===== src/rtl/bgam_pkg.sv =====
// ----------------------------------------------------------------------------
// bgam_pkg
// Types and constants for the battery gauge: window average and level map.
// ----------------------------------------------------------------------------
package bgam_pkg;

    localparam int SAMPLE_W     = 16;
    localparam int THR_W        = 16;
    localparam int LEVEL_W      = 7;
    // power of two: the average is a right shift of the sum
    localparam int WINDOW_DEPTH = 64;
    localparam int WIN_AW       = $clog2(WINDOW_DEPTH);
    localparam int SUM_W        = SAMPLE_W + WIN_AW;
    localparam int PDIFF_W      = 6;
    localparam int NUM_W        = SAMPLE_W + PDIFF_W;
    localparam int DEN_W        = THR_W;
    localparam int CNT_W        = $clog2(NUM_W);

    localparam logic [LEVEL_W-1:0] PCT_ZERO = LEVEL_W'(0);
    localparam logic [LEVEL_W-1:0] PCT_LOW  = LEVEL_W'(20);
    localparam logic [LEVEL_W-1:0] PCT_HIGH = LEVEL_W'(80);
    localparam logic [LEVEL_W-1:0] PCT_FULL = LEVEL_W'(100);

    localparam logic [THR_W-1:0] THR0_RESET   = THR_W'(600);
    localparam logic [THR_W-1:0] THR20_RESET  = THR_W'(700);
    localparam logic [THR_W-1:0] THR80_RESET  = THR_W'(800);
    localparam logic [THR_W-1:0] THR100_RESET = THR_W'(900);

    typedef enum logic [1:0] {
        REG_LEVEL0,
        REG_LEVEL20,
        REG_LEVEL80,
        REG_LEVEL100
    } cfg_index_t;

    typedef enum logic [2:0] {
        ST_IDLE,
        ST_UPDATE,
        ST_MAP,
        ST_DIV,
        ST_DONE
    } gauge_state_t;

    typedef struct packed {
        logic [SAMPLE_W-1:0] sample;
        logic                preset;
    } sample_word_t;

    typedef struct packed {
        logic [SAMPLE_W-1:0] average;
        logic [LEVEL_W-1:0]  level_percent;
    } result_word_t;

    typedef struct packed {
        logic                update;
        logic                preset;
        logic [SAMPLE_W-1:0] sample;
    } win_ctrl_t;

    typedef struct packed {
        logic             busy;
        logic [NUM_W-1:0] quotient;
    } div_stat_t;

endpackage


===== src/rtl/bgam_window.sv =====
// ----------------------------------------------------------------------------
// bgam_window
// Sample ring with running sum; preset refills the window through valid bits.
// ----------------------------------------------------------------------------
module bgam_window
    import bgam_pkg::*;
(
    input  logic             clk,
    input  logic             rst_n,
    input  win_ctrl_t        ctrl,
    output logic [SUM_W-1:0] sum
);

    logic [SAMPLE_W-1:0]     mem [WINDOW_DEPTH];
    logic [SAMPLE_W-1:0]     rdata_reg;
    logic [WINDOW_DEPTH-1:0] valid_reg, valid_next;
    logic [SAMPLE_W-1:0]     fill_reg, fill_next;
    logic [WIN_AW-1:0]       pos_reg, pos_next;
    logic [SUM_W-1:0]        sum_reg, sum_next;
    logic [WIN_AW-1:0]       wr_addr;
    logic [SAMPLE_W-1:0]     old_value;

    // invalid entries hold the last preset value
    always_comb
    begin
        wr_addr    = ctrl.preset ? '0 : pos_reg;
        old_value  = valid_reg[pos_reg] ? rdata_reg : fill_reg;
        valid_next = valid_reg;
        fill_next  = fill_reg;
        pos_next   = pos_reg;
        sum_next   = sum_reg;
        if (ctrl.update)
        begin
            if (ctrl.preset)
            begin
                valid_next = '0;
                fill_next  = ctrl.sample;
                sum_next   = SUM_W'(ctrl.sample) << WIN_AW;
            end
            else
            begin
                sum_next = sum_reg - SUM_W'(old_value) + SUM_W'(ctrl.sample);
            end
            valid_next[wr_addr] = 1'b1;
            pos_next = (wr_addr == WIN_AW'(WINDOW_DEPTH - 1)) ? '0 : wr_addr + 1'b1;
        end
    end

    always_ff @(posedge clk or negedge rst_n)
    begin
        if (!rst_n)
        begin
            valid_reg <= '0;
            fill_reg  <= '0;
            pos_reg   <= '0;
            sum_reg   <= '0;
        end
        else
        begin
            valid_reg <= valid_next;
            fill_reg  <= fill_next;
            pos_reg   <= pos_next;
            sum_reg   <= sum_next;
        end
    end

    always_ff @(posedge clk)
    begin
        if (ctrl.update)
        begin
            mem[wr_addr] <= ctrl.sample;
        end
        rdata_reg <= mem[pos_reg];
    end

    assign sum = sum_reg;

endmodule


===== src/rtl/bgam_div.sv =====
// ----------------------------------------------------------------------------
// bgam_div
// Restoring divider, one quotient bit per cycle.
// ----------------------------------------------------------------------------
module bgam_div
    import bgam_pkg::*;
(
    input  logic             clk,
    input  logic             rst_n,
    input  logic             start,
    input  logic [NUM_W-1:0] num,
    input  logic [DEN_W-1:0] den,
    output div_stat_t        stat
);

    logic [DEN_W:0]   rem_reg, rem_next;
    logic [NUM_W-1:0] quo_reg, quo_next;
    logic [DEN_W-1:0] den_reg, den_next;
    logic [CNT_W-1:0] cnt_reg, cnt_next;
    logic             busy_reg, busy_next;
    logic [DEN_W:0]   shifted;
    logic [DEN_W:0]   diff;
    logic             ge;

    always_comb
    begin
        shifted   = {rem_reg[DEN_W-1:0], quo_reg[NUM_W-1]};
        diff      = shifted - {1'b0, den_reg};
        ge        = (shifted >= {1'b0, den_reg});
        rem_next  = rem_reg;
        quo_next  = quo_reg;
        den_next  = den_reg;
        cnt_next  = cnt_reg;
        busy_next = busy_reg;
        if (start)
        begin
            rem_next  = '0;
            quo_next  = num;
            den_next  = den;
            cnt_next  = '0;
            busy_next = 1'b1;
        end
        else if (busy_reg)
        begin
            rem_next = ge ? diff : shifted;
            quo_next = {quo_reg[NUM_W-2:0], ge};
            cnt_next = cnt_reg + 1'b1;
            if (cnt_reg == CNT_W'(NUM_W - 1))
            begin
                busy_next = 1'b0;
            end
        end
    end

    always_ff @(posedge clk or negedge rst_n)
    begin
        if (!rst_n)
        begin
            busy_reg <= 1'b0;
            cnt_reg  <= '0;
        end
        else
        begin
            busy_reg <= busy_next;
            cnt_reg  <= cnt_next;
        end
    end

    always_ff @(posedge clk)
    begin
        rem_reg <= rem_next;
        quo_reg <= quo_next;
        den_reg <= den_next;
    end

    assign stat.busy     = busy_reg;
    assign stat.quotient = quo_reg;

endmodule


===== src/rtl/battery_gauge_average_map_unit.sv =====
// ----------------------------------------------------------------------------
// battery_gauge_average_map_unit
// Moving average of battery samples, mapped to a 0-100 percent level.
// ----------------------------------------------------------------------------
//  channel   direction  handshake               word
//  sample    in         sample_valid/stall      sample, preset
//  result    out        result_valid/stall      average, level_percent
//  config    in         cfg_we, cfg_index       cfg_data (16 bits)
//
//  An item inside a segment has its result valid after the window update, the
//  segment map and the shared restoring divider; outside all segments it skips
//  the divider. The next word is taken once the result sits in the output
//  register, so a new word waits until the last result is loaded.
//  Reset empties the window at once (valid bits); no clearing pass.
//  A stalled result holds in the output register and blocks only the last step.
// ----------------------------------------------------------------------------
module battery_gauge_average_map_unit
    import bgam_pkg::*;
(
    input  logic                clk,
    input  logic                rst_n,
    input  logic                sample_valid,
    output logic                sample_stall,
    input  sample_word_t        sample_word,
    output logic                result_valid,
    input  logic                result_stall,
    output result_word_t        result_word,
    input  logic                cfg_we,
    input  cfg_index_t          cfg_index,
    input  logic [THR_W-1:0]    cfg_data
);

    gauge_state_t        state_reg, state_next;
    logic [THR_W-1:0]    thr_reg [4];
    sample_word_t        item_reg;
    logic [SAMPLE_W-1:0] avg_reg;
    logic [LEVEL_W-1:0]  base_reg;
    logic                use_div_reg;
    logic                out_valid_reg, out_valid_next;
    result_word_t        out_word_reg;

    win_ctrl_t           win_ctrl;
    logic [SUM_W-1:0]    sum;
    div_stat_t           div_stat;
    logic                div_start;

    logic                accept;
    logic                load_out;
    logic [SAMPLE_W-1:0] avg;
    logic [THR_W-1:0]    seg_lo, seg_hi;
    logic [LEVEL_W-1:0]  base;
    logic [PDIFF_W-1:0]  pdiff;
    logic                in_seg;
    logic                need_div;
    logic [NUM_W-1:0]    num;
    logic [DEN_W-1:0]    span;

    assign accept = sample_valid && !sample_stall;
    assign avg    = sum[SUM_W-1:WIN_AW];

    // segment select
    always_comb
    begin
        seg_lo = '0;
        seg_hi = '0;
        base   = PCT_ZERO;
        pdiff  = '0;
        in_seg = 1'b0;
        priority if (avg >= thr_reg[REG_LEVEL100])
        begin
            base = PCT_FULL;
        end
        else if (avg >= thr_reg[REG_LEVEL80])
        begin
            in_seg = 1'b1;
            seg_lo = thr_reg[REG_LEVEL80];
            seg_hi = thr_reg[REG_LEVEL100];
            base   = PCT_HIGH;
            pdiff  = PDIFF_W'(PCT_FULL - PCT_HIGH);
        end
        else if (avg >= thr_reg[REG_LEVEL20])
        begin
            in_seg = 1'b1;
            seg_lo = thr_reg[REG_LEVEL20];
            seg_hi = thr_reg[REG_LEVEL80];
            base   = PCT_LOW;
            pdiff  = PDIFF_W'(PCT_HIGH - PCT_LOW);
        end
        else if (avg >= thr_reg[REG_LEVEL0])
        begin
            in_seg = 1'b1;
            seg_lo = thr_reg[REG_LEVEL0];
            seg_hi = thr_reg[REG_LEVEL20];
            base   = PCT_ZERO;
            pdiff  = PDIFF_W'(PCT_LOW - PCT_ZERO);
        end
        else
        begin
            base = PCT_ZERO;
        end
        need_div = in_seg && (seg_hi > seg_lo);
        span     = seg_hi - seg_lo;
        num      = NUM_W'(avg - seg_lo) * NUM_W'(pdiff);
    end

    // next state
    always_comb
    begin
        state_next = state_reg;
        unique case (state_reg)
            ST_IDLE:
            begin
                if (accept)
                begin
                    state_next = ST_UPDATE;
                end
            end
            ST_UPDATE:
            begin
                state_next = ST_MAP;
            end
            ST_MAP:
            begin
                state_next = need_div ? ST_DIV : ST_DONE;
            end
            ST_DIV:
            begin
                if (!div_stat.busy)
                begin
                    state_next = ST_DONE;
                end
            end
            ST_DONE:
            begin
                if (!out_valid_reg || !result_stall)
                begin
                    state_next = ST_IDLE;
                end
            end
            default:
            begin
                state_next = ST_IDLE;
            end
        endcase
    end

    // outputs
    always_comb
    begin
        sample_stall    = (state_reg != ST_IDLE);
        win_ctrl.update = (state_reg == ST_UPDATE);
        win_ctrl.preset = item_reg.preset;
        win_ctrl.sample = item_reg.sample;
        div_start       = (state_reg == ST_MAP) && need_div;
        load_out        = (state_reg == ST_DONE) && (!out_valid_reg || !result_stall);
        out_valid_next  = load_out || (out_valid_reg && result_stall);
    end

    always_ff @(posedge clk or negedge rst_n)
    begin
        if (!rst_n)
        begin
            state_reg            <= ST_IDLE;
            out_valid_reg        <= 1'b0;
            thr_reg[REG_LEVEL0]   <= THR0_RESET;
            thr_reg[REG_LEVEL20]  <= THR20_RESET;
            thr_reg[REG_LEVEL80]  <= THR80_RESET;
            thr_reg[REG_LEVEL100] <= THR100_RESET;
        end
        else
        begin
            state_reg     <= state_next;
            out_valid_reg <= out_valid_next;
            if (cfg_we)
            begin
                unique case (cfg_index)
                    REG_LEVEL0:   thr_reg[REG_LEVEL0]   <= cfg_data;
                    REG_LEVEL20:  thr_reg[REG_LEVEL20]  <= cfg_data;
                    REG_LEVEL80:  thr_reg[REG_LEVEL80]  <= cfg_data;
                    REG_LEVEL100: thr_reg[REG_LEVEL100] <= cfg_data;
                endcase
            end
        end
    end

    always_ff @(posedge clk)
    begin
        if (accept)
        begin
            item_reg <= sample_word;
        end
        if (state_reg == ST_MAP)
        begin
            avg_reg     <= avg;
            base_reg    <= base;
            use_div_reg <= need_div;
        end
        if (load_out)
        begin
            out_word_reg.average       <= avg_reg;
            out_word_reg.level_percent <= base_reg +
                (use_div_reg ? div_stat.quotient[LEVEL_W-1:0] : PCT_ZERO);
        end
    end

    bgam_window u_window (
        .clk   (clk),
        .rst_n (rst_n),
        .ctrl  (win_ctrl),
        .sum   (sum)
    );

    bgam_div u_div (
        .clk   (clk),
        .rst_n (rst_n),
        .start (div_start),
        .num   (num),
        .den   (span),
        .stat  (div_stat)
    );

    assign result_valid = out_valid_reg;
    assign result_word  = out_word_reg;

endmodule


===== config.mk =====
export PLATFORM = sky130hd
export DESIGN_NAME = battery_gauge_average_map_unit
export DESIGN_NICKNAME = d
export VERILOG_FILES = /design/src/rtl/bgam_pkg.sv /design/src/rtl/bgam_window.sv /design/src/rtl/bgam_div.sv /design/src/rtl/battery_gauge_average_map_unit.sv
export SDC_FILE = /design/constraint.sdc
export NUM_CORES = 2
export LEC_CHECK = 0
export BUFFER_PORTS_ARGS = -buffer_cell sky130_fd_sc_hd__buf_2
export CORE_MARGIN = 3
export CORE_UTILIZATION = 60
export DETAILED_ROUTE_END_ITERATION = 6
export PLACE_DENSITY_LB_ADDON = 0.08
export REMOVE_ABC_BUFFERS = 1
export SLEW_MARGIN = 20
export SYNTH_ARGS = -nofsm -noshare
export SYNTH_HDL_FRONTEND = slang
export SYNTH_SLANG_ARGS = --single-unit

===== constraint.sdc =====
create_clock -name clk -period 11.29 [get_ports clk]
set_clock_uncertainty 0.2 [all_clocks]
set_input_delay 2.258 -clock clk [delete_from_list [all_inputs] [get_ports clk]]
set_output_delay 2.258 -clock clk [all_outputs]
set_load 0.005 [all_outputs]

==> run summary <==
worst r2r src -> u_window.sum[12]
WP data required -> 11.57 ns
DR iter-0 viols -> 3,466
# hold bufs at CTS -> 0
max_slew headroom -> 0.290
clk_lat worst skew -> 0.75 ns
HP Start -> avg_reg[1]
commonest non-fill, non-tap cell in the layout -> edfxtp_1
most used cell, CP -> ha_1
H-tree levels -> 4
Worst Setup SP -> u_window.sum[12]
Initial DRT Pass Iterations -> 6
nets@finish -> 4,033
leading cell types in the layout, fill and taps excluded -> edfxtp_1 (1,123), mux4_2 (295), inv_1 (217), nor2_1 (205), ha_1 (196)
status -> finished, final reports clean
WL/cell -> 29.1 µm
initial antenna violation count -> 6
crit-path max FO -> 42
Clock Root Buffer -> clkbuf_16
Worst path max stage delay -> 0.64 ns
Top FF cell, synth -> edfxtp_1
CTS tree -> done
Top delay family on crit path -> compound AO/OA/AOI/OAI gates
mapped cell area -> 0.0594 mm²
die width -> 321 µm
Yosys Warn Count -> 0
fin crit share -> 0.807
Fillers -> 6,510
worst slew pin tran -> 1.06 ns
Mean Syn Cell Area -> 16.6 µm²
Core Area -> 0.0974 mm²
CTS Buffer Depth -> 3
Die H -> 321 µm
I/O Pins -> 65
Post-CTS Setup Bufs -> 0
P&R area growth vs syn -> 11.2%
gr ovfl total -> 0
GRT Overall Usage -> 0.297
min-delay worst type -> flop to flop
final setup margin -> 2.18 ns
CP Class -> flop to flop
slowest cell on the critical path -> a2111oi_2
EDFF count, synth -> 1,123
row count -> 114
gp weighted congestion -> 0.924
Critical Path Start Type -> flop
Num CTS Buffers -> 138
DP HPWL -> 92,800 µm
RSZ-0062 raised after global routing -> no
Setup WS pre-CTS -> 2.39 ns
Yosys cell types -> 82
Final Setup Violations -> 0
port bufs -> 64
endpoints failing hold -> 0
Synth async-reset ratio -> 0.136
max reg flops -> 1,024
share of layout cells above drive strength 1 -> 0.211
Syn Inst Count -> 3,590
die area -> 0.103 mm²
final WL -> 150,000 µm
Worst setup EP type -> flop
largest net degree at the start of global routing -> 96
minimum clock period -> 9.11 ns
drc violations -> 0
PostCTS Resize Cnt -> 0
Fmax -> 110 MHz
post-route ant nets -> 0
Yosys reg bits -> 1,337
Vias/cell -> 6.46
Seq/Total Area, Yosys -> 0.655
vias in the first global route -> 34,100
Initial Util -> 0.610
Critical Path AT -> 9.39 ns
clock-pin slew on the worst setup and hold paths -> 0.06 ns
first-pass GRT wire length -> 222,000 µm
Worst Path Buf+Inv -> 2
routed vias -> 33,200
R2R Setup Slk -> 2.18 ns
# Max-Cap Violations -> 0
Slew Limit Fails -> 0
clk sink count -> 1,337
==> routing by layer <==
metal	global-route usage	vias up	wire length [µm]
li1	-	14300	-
met1	0.392	17200	57600
met2	0.501	1416	75100
met3	0.0461	290	10300
met4	0.123	0	6520
met5	0	-	0
==> final timing paths <==
kind / end / cells after the start
min: result_word[8] / 0
max in group asynchronous: u_window.pos_reg[0] / 2
max reg2reg: u_div.quo_reg[19] / 30
min reg2reg: result_word[8] / 0
min in group asynchronous: thr_reg[32] / 1
max: u_div.quo_reg[19] / 30
==> worst reg2reg max path, delay by kind of cell (launching register included) <==
family / cells / cell delay [ns]
multiplexers: 1 / 0.30
flip-flops: 1 / 0.56
adder cells (fa/ha/maj): 6 / 2.00
AO/OA/AOI/OAI: 12 / 3.23
XOR/XNOR: 3 / 0.95
buffers and inverters: 2 / 0.55
AND/OR/NAND/NOR: 6 / 1.05
==> logic make-up after synthesis <==
family	after synthesis	share of synthesized area
compound gates	567	0.0632
xor+xnor	87	0.0128
fa+ha+maj	240	0.0559
buf+inv	376	0.0256
flops	1337	0.655
mux	470	0.147
simple gates	513	0.0403
==> synth_stat cells (all sizes together), types with 35 or more instances <==
| library cell | count | share of area |
|---|---|---|
| clkbuf | 88 | 0.0056 |
| buf | 71 | 0.0064 |
| dfrtp | 165 | 0.069 |
| xor2 | 35 | 0.0052 |
| a21o | 106 | 0.013 |
| ha | 196 | 0.041 |
| a22oi | 53 | 0.0069 |
| edfxtp | 1123 | 0.57 |
| mux4 | 306 | 0.12 |
| xnor2 | 52 | 0.0077 |
| inv | 217 | 0.014 |
| nand2 | 127 | 0.0081 |
| mux2i | 63 | 0.011 |
| mux2 | 101 | 0.020 |
| a21oi | 117 | 0.0099 |
| nor2 | 212 | 0.014 |
| o21ai | 126 | 0.011 |
| a211oi | 39 | 0.0050 |
| fa | 43 | 0.014 |
==> per-stage QoR <==
stage | std cells | hold slack (ns) | instance area [µm²] | util | setup TNS, ns
CTS | 5139 | 0.219 | 66100 | 0.678 | 0
global route | 5140 | 0.226 | 66100 | 0.678 | 0
detailed placement | 4889 | 0.205 | 61600 | 0.632 | 0
floorplan | 3431 | 0.200 | 58700 | - | -962.08
finish | 5142 | 0.216 | 66100 | 0.678 | 0
global placement | 4888 | 0.203 | 61600 | 0.632 | 0
==> layout make-up <==
class	instances	area (µm²)	area share
Clock inverter	69	633	0.00958
Sequential cell	1337	39000	0.589
Multi-Input combinational cell	1877	19000	0.288
Inverter	217	815	0.0123
Clock buffer	181	3800	0.0575
Antenna cell	2	5.00	0.0000757
Tap cell	1276	1600	0.0242
Timing Repair Buffer	183	1250	0.0190
Power is left out: the tool's default activity adds up to more than one toggle a clock period on the data nets, which glitch-free logic cannot reach.
